`src/sv/css_pkg.sv`:
```
package css_pkg;

   // Request codes.
   localparam logic [3:0] OP_START    = 4'd0;
   localparam logic [3:0] OP_END      = 4'd1;
   localparam logic [3:0] OP_ADVANCE  = 4'd2;
   localparam logic [3:0] OP_INSERT   = 4'd3;
   localparam logic [3:0] OP_ATTACH   = 4'd4;
   localparam logic [3:0] OP_REMOVE   = 4'd5;
   localparam logic [3:0] OP_INSFRONT = 4'd6;
   localparam logic [3:0] OP_ATTBACK  = 4'd7;
   localparam logic [3:0] OP_REMFRONT = 4'd8;
   localparam logic [3:0] OP_READ     = 4'd9;
   localparam logic [3:0] OP_READAT   = 4'd10;

   // Status codes.
   localparam logic [1:0] ST_OK   = 2'd0;
   localparam logic [1:0] ST_FULL = 2'd1;
   localparam logic [1:0] ST_NONE = 2'd2;

   // Kind of memory work a request needs.
   localparam logic [1:0] KIND_NONE = 2'd0;
   localparam logic [1:0] KIND_READ = 2'd1;
   localparam logic [1:0] KIND_INS  = 2'd2;
   localparam logic [1:0] KIND_DEL  = 2'd3;

   typedef struct packed {
      logic [3:0]  req_type;
      logic [63:0] entry;
      logic [5:0]  spot;
   } css_req_type;

   typedef struct packed {
      logic [63:0] value;
      logic [6:0]  count;
      logic [6:0]  cursor;
      logic        has_item;
      logic [1:0]  status;
   } css_rsp_type;

   typedef struct packed {
      logic load;
      logic shift;
      logic fill;
      logic read;
   } css_cmd_type;

   typedef struct packed {
      logic [1:0] next_kind;
      logic [1:0] kind;
      logic       shift_done;
   } css_stat_type;

endpackage

```
`src/sv/css_ctrl.sv`:
```
module css_ctrl (
   input  logic                 clock,
   input  logic                 reset,
   input  logic                 start,
   input  css_pkg::css_stat_type stat,
   output logic                 busy,
   output logic                 rsp_valid,
   output css_pkg::css_cmd_type  cmd
);
   import css_pkg::*;

   localparam logic [2:0] S_IDLE  = 3'd0;
   localparam logic [2:0] S_SHIFT = 3'd1;
   localparam logic [2:0] S_FILL  = 3'd2;
   localparam logic [2:0] S_RDMEM = 3'd3;
   localparam logic [2:0] S_RESP  = 3'd4;

   logic [2:0] state_ff;
   logic [2:0] state_in;

   always_comb begin
      state_in  = state_ff;
      cmd       = '0;
      rsp_valid = 1'b0;
      case (state_ff)
         S_IDLE: begin
            if (start) begin
               cmd.load = 1'b1;
               case (stat.next_kind)
                  KIND_READ: state_in = S_RDMEM;
                  KIND_INS:  state_in = S_SHIFT;
                  KIND_DEL:  state_in = S_SHIFT;
                  default:   state_in = S_RESP;
               endcase
            end
         end
         S_SHIFT: begin
            cmd.shift = 1'b1;
            if (stat.shift_done) begin
               state_in = (stat.kind == KIND_INS) ? S_FILL : S_RESP;
            end
         end
         S_FILL: begin
            cmd.fill = 1'b1;
            state_in = S_RESP;
         end
         S_RDMEM: begin
            cmd.read = 1'b1;
            state_in = S_RESP;
         end
         S_RESP: begin
            rsp_valid = 1'b1;
            state_in  = S_IDLE;
         end
         default: begin
            state_in = S_IDLE;
         end
      endcase
   end

   always_ff @(posedge clock) begin
      if (reset) begin
         state_ff <= S_IDLE;
      end else begin
         state_ff <= state_in;
      end
   end

   assign busy = (state_ff != S_IDLE);

`ifndef ASSERT_OFF
   a_resp_single: assert property (@(posedge clock) disable iff (reset)
      (state_ff == S_RESP) |=> (state_ff == S_IDLE))
      else $error("result strobe lasted more than one cycle");

   a_fill_after_ins: assert property (@(posedge clock) disable iff (reset)
      (state_ff == S_FILL) |-> (stat.kind == KIND_INS))
      else $error("fill issued for a request that inserts nothing");

   a_load_when_idle: assert property (@(posedge clock) disable iff (reset)
      cmd.load |-> (state_ff == S_IDLE))
      else $error("request loaded while another was in progress");
`endif
endmodule

```
`src/sv/css_dpath.sv`:
```
module css_dpath #(
   parameter int DEPTH = 64
) (
   input  logic                  clock,
   input  logic                  reset,
   input  css_pkg::css_req_type  req_payload,
   input  css_pkg::css_cmd_type  cmd,
   output css_pkg::css_stat_type stat,
   output css_pkg::css_rsp_type  rsp_payload
);
   import css_pkg::*;

   localparam int CW = $clog2(DEPTH + 1);
   localparam int AW = $clog2(DEPTH);
   localparam logic [CW-1:0] DEPTH_C = CW'(DEPTH);
   localparam logic [CW-1:0] ONE_C   = CW'(1);
   localparam logic [AW-1:0] ONE_A   = AW'(1);

   logic [63:0]   store_ff [DEPTH];
   logic [63:0]   rdata_ff;

   logic [CW-1:0] count_ff,  count_in;
   logic [CW-1:0] cursor_ff, cursor_in;
   logic [1:0]    status_ff, status_in;
   logic [1:0]    kind_ff,   kind_in;
   logic [CW-1:0] moves_ff,  moves_in;
   logic [AW-1:0] ra_ff,     ra_in;
   logic [AW-1:0] pos_ff;
   logic [AW-1:0] wa_ff;
   logic [63:0]   entry_ff;
   logic          pv_ff;

   logic [CW-1:0] pos_in;
   logic [CW-1:0] pos_p1;
   logic [CW-1:0] cnt_m1;
   logic          has_cur;
   logic          full;
   logic          empty;
   logic [CW+5:0] spot_ext;
   logic [CW+5:0] cnt_ext;
   logic [AW+5:0] spot_addr;
   logic [CW+6:0] cnt_wide;
   logic [CW+6:0] cur_wide;

   logic          wr_en;
   logic [AW-1:0] wr_addr;
   logic [63:0]   wr_data;
   logic          rd_en;
   logic          more;
   logic          up;

   assign has_cur   = (cursor_ff < count_ff);
   assign full      = (count_ff == DEPTH_C);
   assign empty     = (count_ff == '0);
   assign spot_ext  = {{CW{1'b0}}, req_payload.spot};
   assign cnt_ext   = {6'b0, count_ff};
   assign spot_addr = {{AW{1'b0}}, req_payload.spot};
   assign cnt_m1    = count_ff - ONE_C;

   // Work out the new count and cursor, the status, and what the memory must do.
   always_comb begin
      count_in  = count_ff;
      cursor_in = cursor_ff;
      status_in = ST_OK;
      kind_in   = KIND_NONE;
      pos_in    = '0;
      ra_in     = '0;
      moves_in  = '0;
      case (req_payload.req_type)
         OP_START: begin
            cursor_in = '0;
         end
         OP_END: begin
            if (empty) status_in = ST_NONE;
            else cursor_in = cnt_m1;
         end
         OP_ADVANCE: begin
            if (!has_cur) status_in = ST_NONE;
            else cursor_in = cursor_ff + ONE_C;
         end
         OP_INSERT: begin
            if (full) status_in = ST_FULL;
            else begin
               pos_in    = has_cur ? cursor_ff : '0;
               cursor_in = pos_in;
               count_in  = count_ff + ONE_C;
               kind_in   = KIND_INS;
            end
         end
         OP_ATTACH: begin
            if (full) status_in = ST_FULL;
            else begin
               pos_in    = has_cur ? cursor_ff + ONE_C : count_ff;
               cursor_in = pos_in;
               count_in  = count_ff + ONE_C;
               kind_in   = KIND_INS;
            end
         end
         OP_REMOVE: begin
            if (!has_cur) status_in = ST_NONE;
            else begin
               pos_in   = cursor_ff;
               count_in = cnt_m1;
               kind_in  = KIND_DEL;
            end
         end
         OP_INSFRONT: begin
            if (full) status_in = ST_FULL;
            else begin
               pos_in    = '0;
               cursor_in = '0;
               count_in  = count_ff + ONE_C;
               kind_in   = KIND_INS;
            end
         end
         OP_ATTBACK: begin
            if (full) status_in = ST_FULL;
            else begin
               pos_in    = count_ff;
               cursor_in = count_ff;
               count_in  = count_ff + ONE_C;
               kind_in   = KIND_INS;
            end
         end
         OP_REMFRONT: begin
            if (empty) status_in = ST_NONE;
            else begin
               pos_in    = '0;
               cursor_in = '0;
               count_in  = cnt_m1;
               kind_in   = KIND_DEL;
            end
         end
         OP_READ: begin
            if (!has_cur) status_in = ST_NONE;
            else begin
               kind_in = KIND_READ;
               ra_in   = cursor_ff[AW-1:0];
            end
         end
         OP_READAT: begin
            if (spot_ext >= cnt_ext) status_in = ST_NONE;
            else begin
               kind_in = KIND_READ;
               ra_in   = spot_addr[AW-1:0];
            end
         end
         default: begin
         end
      endcase

      // Insertion moves items from the top down; removal from the gap upwards.
      pos_p1 = pos_in + ONE_C;
      if (kind_in == KIND_INS) begin
         moves_in = count_ff - pos_in;
         ra_in    = cnt_m1[AW-1:0];
      end else if (kind_in == KIND_DEL) begin
         moves_in = cnt_m1 - pos_in;
         ra_in    = pos_p1[AW-1:0];
      end
   end

   assign up   = (kind_ff == KIND_INS);
   assign more = (moves_ff != '0);

   always_ff @(posedge clock) begin
      if (reset) begin
         count_ff  <= '0;
         cursor_ff <= '0;
         kind_ff   <= KIND_NONE;
         moves_ff  <= '0;
         pv_ff     <= 1'b0;
      end else if (cmd.load) begin
         count_ff  <= count_in;
         cursor_ff <= cursor_in;
         kind_ff   <= kind_in;
         moves_ff  <= moves_in;
         pv_ff     <= 1'b0;
      end else if (cmd.shift) begin
         pv_ff <= more;
         if (more) begin
            moves_ff <= moves_ff - ONE_C;
         end
      end
   end

   always_ff @(posedge clock) begin
      if (cmd.load) begin
         status_ff <= status_in;
         pos_ff    <= pos_in[AW-1:0];
         ra_ff     <= ra_in;
         entry_ff  <= req_payload.entry;
      end else if (cmd.shift && more) begin
         ra_ff <= up ? ra_ff - ONE_A : ra_ff + ONE_A;
         wa_ff <= up ? ra_ff + ONE_A : ra_ff - ONE_A;
      end
   end

   // Store with one write port and one read port: one write and one registered read per cycle.
   assign wr_en   = (cmd.shift && pv_ff) || cmd.fill;
   assign wr_addr = cmd.fill ? pos_ff : wa_ff;
   assign wr_data = cmd.fill ? entry_ff : rdata_ff;
   assign rd_en   = (cmd.shift && more) || cmd.read;

   always_ff @(posedge clock) begin
      if (wr_en) begin
         store_ff[wr_addr] <= wr_data;
      end
      if (rd_en) begin
         rdata_ff <= store_ff[ra_ff];
      end
   end

   assign stat.next_kind  = kind_in;
   assign stat.kind       = kind_ff;
   assign stat.shift_done = !more;

   assign cnt_wide = {7'b0, count_ff};
   assign cur_wide = {7'b0, cursor_ff};

   assign rsp_payload.value    = (kind_ff == KIND_READ) ? rdata_ff : '0;
   assign rsp_payload.count    = cnt_wide[6:0];
   assign rsp_payload.cursor   = cur_wide[6:0];
   assign rsp_payload.has_item = has_cur;
   assign rsp_payload.status   = status_ff;

`ifndef ASSERT_OFF
   a_cursor_in_range: assert property (@(posedge clock) disable iff (reset)
      cursor_ff <= count_ff)
      else $error("cursor beyond item count");

   a_count_in_range: assert property (@(posedge clock) disable iff (reset)
      count_ff <= DEPTH_C)
      else $error("item count beyond depth");

   a_fill_no_pending: assert property (@(posedge clock) disable iff (reset)
      cmd.fill |-> !pv_ff)
      else $error("fill collides with a pending shift write");
`endif
endmodule

```
`src/sv/cursor_sequence_store_core.sv`:
```
// A cursor-only request goes straight to its result, and a read first reads the store.
// A removal shifts the items above the gap down one place; an insertion shifts items up
// one place and then writes the new word into the gap. A new request is taken only once
// the last result has been given; the store moves one item a cycle while shifting.
// Reset clears the item count and cursor at once; stored words are not cleared.
// The result strobe lasts one cycle and the receiver cannot stall it.
module cursor_sequence_store_core #(
   parameter int DEPTH = 64
) (
   input  logic                 clock,
   input  logic                 reset,
   input  logic                 start,
   output logic                 busy,
   input  css_pkg::css_req_type req_payload,
   output logic                 rsp_valid,
   output css_pkg::css_rsp_type rsp_payload
);
   import css_pkg::*;

   // The controller sequences each request through a small set of phases:
   // a shift phase that moves stored words one place up or down, a fill
   // phase that writes the new word into the opened gap, a memory read
   // phase for read requests, and a one-cycle response phase.
   css_cmd_type  cmd;
   css_stat_type stat;

   css_ctrl u_ctrl (
      .clock     (clock),
      .reset     (reset),
      .start     (start),
      .stat      (stat),
      .busy      (busy),
      .rsp_valid (rsp_valid),
      .cmd       (cmd)
   );

   // The datapath holds the word store, the count and cursor, and the
   // shift address counters. It decides the whole outcome of a request
   // at acceptance, so count, cursor and status are final from then on;
   // only the memory traffic takes further cycles.
   css_dpath #(
      .DEPTH (DEPTH)
   ) u_dpath (
      .clock       (clock),
      .reset       (reset),
      .req_payload (req_payload),
      .cmd         (cmd),
      .stat        (stat),
      .rsp_payload (rsp_payload)
   );

endmodule

```
`config.mk`:
```
export PLATFORM = sky130hd
export DESIGN_NAME = cursor_sequence_store_core
export DESIGN_NICKNAME = d
export VERILOG_FILES = /design/src/sv/css_pkg.sv /design/src/sv/css_ctrl.sv /design/src/sv/css_dpath.sv /design/src/sv/cursor_sequence_store_core.sv
export SDC_FILE = /design/constraint.sdc
export NUM_CORES = 2
export LEC_CHECK = 0
export BUFFER_PORTS_ARGS = -buffer_cell sky130_fd_sc_hd__buf_2
export CAP_MARGIN = 10
export CORE_MARGIN = 4
export CORE_UTILIZATION = 34
export DETAILED_ROUTE_END_ITERATION = 8
export GPL_ROUTABILITY_DRIVEN = 0
export PLACE_DENSITY = 0.52
export REMOVE_ABC_BUFFERS = 1
export SLEW_MARGIN = 20
export SYNTH_ARGS = -nofsm -noshare
export SYNTH_HDL_FRONTEND = slang
export SYNTH_SLANG_ARGS = --single-unit
```
`constraint.sdc`:
```
create_clock -name clock -period 10 [get_ports clock]
set_input_delay 0.5 -clock clock [delete_from_list [all_inputs] [get_ports clock]]
set_output_delay 0.5 -clock clock [all_outputs]
set_load 0.02 [all_outputs]
```
==> flow_metrics.tcl <==
set metrics [dict create \
    clk_latency_ns 1.00 \
    synth_warnings 0 \
    grt_usage_pct 18.6 \
    syn_area_um2 164000 \
    fin_skew_ns 0.125 \
    worst-path-buf-inv 3 \
    hold_ws_ns 0.164 \
    crit_end "u_dpath.moves_ff[6]" \
    drt_iter0_markers 9800 \
    slew-limit-headroom_pct 22.6 \
    die_w_um 703 \
    worst_slew_pin_slew_ns 1.16 \
    synth_xor_area_share_pct 0.202 \
    grt_pass1_vias 78000 \
    finalSetupTns_ns 0 \
    synthCells 6643 \
    critPathMaxStageDelay_ns 0.66 \
    wire_per_inst_um 33.3 \
    cp.depth 19 \
    dp_cells 13100 \
    cts_buffers 446 \
    post_cts_resize_count 0 \
    grt_max_degree 134 \
    synthFlopType "edfxtp_1" \
    io-pin-count 160 \
    dr.pass1.iters 5 \
    via_per_inst 5.49 \
    seq_area_frac_synth_pct 77.9 \
    hpwl_mm 254 \
    avgSynthCellArea_um2 24.7 \
    htreeDepth 5 \
    fp.dieArea_um2 495000 \
    numPortBuffers 159 \
    nNetsFinal 7317 \
    coreArea_um2 482000 \
    ant_nets 0 \
    synth_seq_cells 4271 \
    worstPathRequired_ns 10.87 \
    crit_start "u_dpath.count_ff[3]" \
    critical_path_class "flop to flop" \
    worst_setup_path_end_kind "flop" \
    rrSetupSlack_ns 5.08 \
    die_h_um 703 \
    path_max_fanout 13 \
    crit_top_cell "inv_1" \
    grt_overflow 0 \
    wirelength_mm 466 \
    startpoint_type "flop" \
    yosys.area_share.simple_pct 1.05 \
    setup_viol 0 \
    arrival_ns 5.79 \
    drv_cap 0 \
    max_freq_mhz 203 \
    status "finished clean" \
    total_power_mw 46.2 \
    antenna_found_initial 38 \
    min_period_ns 4.92 \
    cp_top_family "compound AO/OA/AOI/OAI gates" \
    muxShareOfSynthArea_pct 18.9 \
    syn_to_final_growth_pct 15.1 \
    crit_chain "inv_1, ha_1, nand4_1, nor2_1, a2111oi_4, nor2_2, a31oi_1, inv_1, ha_1, inv_1, fa_1, a21o_1, a21oi_1, o21bai_1, a21oi_1, xor2_1, and3_1, o21ai_0, a311oi_1" \
    synth_compound_area_share_pct 0.683 \
    reg2reg_to "u_dpath.moves_ff[6]" \
    num_rows 255 \
    cts_tree "built" \
    synthAdderAreaFrac_pct 0.268 \
    fin_cells 14000 \
    via_count 76900 \
    cts.sink_count 4271 \
    reg2reg_from "u_dpath.count_ff[3]" \
    clockBufferDepth 4 \
    hp-class "input pin to flop" \
    drc 0 \
    synth_top_family_by_area "multiplexers" \
    clockRootBuffer "clkbuf_16" \
    slowest_stage "dfxtp_1" \
    peakVddDrop_mv 0.174 \
    nFillCells 42300 \
    clkTransAtPathRegs_ns 0.07 \
    start_util_pct 34.1 \
    finalHoldViolations 0 \
    synth-edff-count 4244 \
    async_reset_ff_share_pct 0 \
    rsz0062_at_grt "no" \
    drive_above_1_share_pct 32.8 \
    power_density_nw_per_um2 244 \
    fin_crit_sh_pct 49.2 \
    power.leakage_nw 57.8 \
    synthDistinctLibCells 80 \
    reg2regPathDepth 19 \
    grt_first_pass_wirelength_mm 646 \
    slew_viol_final 0 \
]
what timing repair did:
action	in CTS	in global routing
setup buffers	0	0
hold buffers	68	0
endpoints found under the hold margin	77	0
cells by family after synthesis:
family | Yosys count
xor gates and xnor gates | 38
and+or+nand+nor | 337
buffers and inverters | 381
AOI/OAI and AO/OA | 159
DFF | 4271
adders and majority gates | 34
muxes | 1423
metrics by stage:
stage / worst slack (ns) / area (um2) / util, %
after floorplan: -31.53 / 163000 / -
after global placement: 5.10 / 174000 / 36.1
after detailed placement: 5.25 / 174000 / 36.1
after CTS: 5.20 / 189000 / 39.2
after global routing: 4.79 / 189000 / 39.2
final: 5.08 / 189000 / 39.2
tightest hold or removal path, stage by stage:
cell     delay, ns
buf_2         0.13
a221o_1       0.17
a21oi_1       0.06
a21oi_1       0.13
metal layers:
metal	routed length (um)	GRT usage [%]	up-vias
li1	-	-	30100
met1	205000	27.3	43400
met2	224000	29.9	2982
met3	28900	2.32	549
met4	9100	3.77	4
met5	27	0	-
cell type report:
type / count / area [um2] / area share, %
Antenna cell: 17 / 42.5 / 0.0225
Clock buffer: 552 / 11600 / 6.14
Clock inverter: 264 / 2520 / 1.33
Inverter: 34 / 135 / 0.0714
Multi-Input combinational cell: 1991 / 35300 / 18.7
Sequential cell: 4271 / 128000 / 67.7
Tap cell: 6425 / 8040 / 4.25
Timing Repair Buffer: 462 / 3510 / 1.86
placed cells by master, fill, tap and decap left out, types with 35 or more instances in the layout:
cell and instances:
a21oi_1 43, and2_1 66, buf_2 159, buf_4 214, bufinv_16 35, clkbuf_1 103, clkbuf_16 449, clkinv_1 119
clkinv_2 64, dlygate4sd3_1 68, edfxtp_1 4244, mux2_2 57, mux4_2 1344, nand2_1 48, nor2_1 51, nor2_4 65
worst min path at each step:
| stage | start | end | cells past startpoint |
|---|---|---|---|
| 3_5_place_dp | u_dpath.pv_ff | u_dpath.pv_ff | 2 |
| 2_1_floorplan | u_dpath.pv_ff | u_dpath.pv_ff | 2 |
| 6_report | req_payload[2] | u_dpath.ra_ff[2] | 4 |
| 4_1_cts | req_payload[2] | u_dpath.ra_ff[2] | 4 |
| 3_3_place_gp | u_dpath.pv_ff | u_dpath.pv_ff | 2 |
| 5_1_grt | req_payload[39] | u_dpath.entry_ff[33] | 2 |
cells in the mapped netlist, types with 3 or more instances:
cell type | instances | share of area (%)
a211o_1 | 3 | 0.016
a211oi_1 | 11 | 0.050
a21o_1 | 9 | 0.041
a21oi_1 | 43 | 0.13
a221o_1 | 5 | 0.030
a221oi_1 | 7 | 0.037
a31oi_1 | 6 | 0.023
a41oi_1 | 4 | 0.021
and2_1 | 66 | 0.25
and3_1 | 5 | 0.019
buf_1 | 25 | 0.057
buf_2 | 115 | 0.35
buf_4 | 4 | 0.018
buf_6 | 5 | 0.034
clkbuf_1 | 196 | 0.45
dfxtp_1 | 27 | 0.33
edfxtp_1 | 4244 | 78
ha_1 | 32 | 0.24
inv_1 | 31 | 0.071
mux2_2 | 67 | 0.46
mux2i_1 | 12 | 0.073
mux4_2 | 1344 | 18
nand2_1 | 48 | 0.11
nand2b_1 | 13 | 0.049
nand3_1 | 20 | 0.061
nand3b_1 | 5 | 0.023
nand4_1 | 4 | 0.015
nor2_1 | 116 | 0.26
nor2b_1 | 12 | 0.046
nor3_1 | 21 | 0.064
nor3b_1 | 3 | 0.014
nor4_1 | 6 | 0.023
o21ai_0 | 34 | 0.10
o21bai_1 | 4 | 0.018
o22ai_1 | 4 | 0.015
xnor2_1 | 28 | 0.15
xor2_1 | 10 | 0.053
flip-flops by register name (all words and copies together) (netlist names):
register	flops
u_dpath.store_ff	4096
u_dpath.entry_ff	64
u_dpath.rdata_ff	64
u_dpath.count_ff	7
u_dpath.cursor_ff	7
u_dpath.moves_ff	7
u_dpath.pos_ff	6
u_dpath.ra_ff	6
u_dpath.wa_ff	6
u_ctrl.state_ff	3
u_dpath.kind_ff	2
u_dpath.status_ff	2
u_dpath.pv_ff	1
power breakdown:
part | internal (mW) | switching (mW) | leakage (nW)
clock | 9.16 | 7.00 | 6.86
combinational | 4.14 | 5.45 | 12.5
sequential | 20.3 | 0.127 | 38.4
total | 33.6 | 12.6 | 57.8
Power figures use the tool's default switching activity.
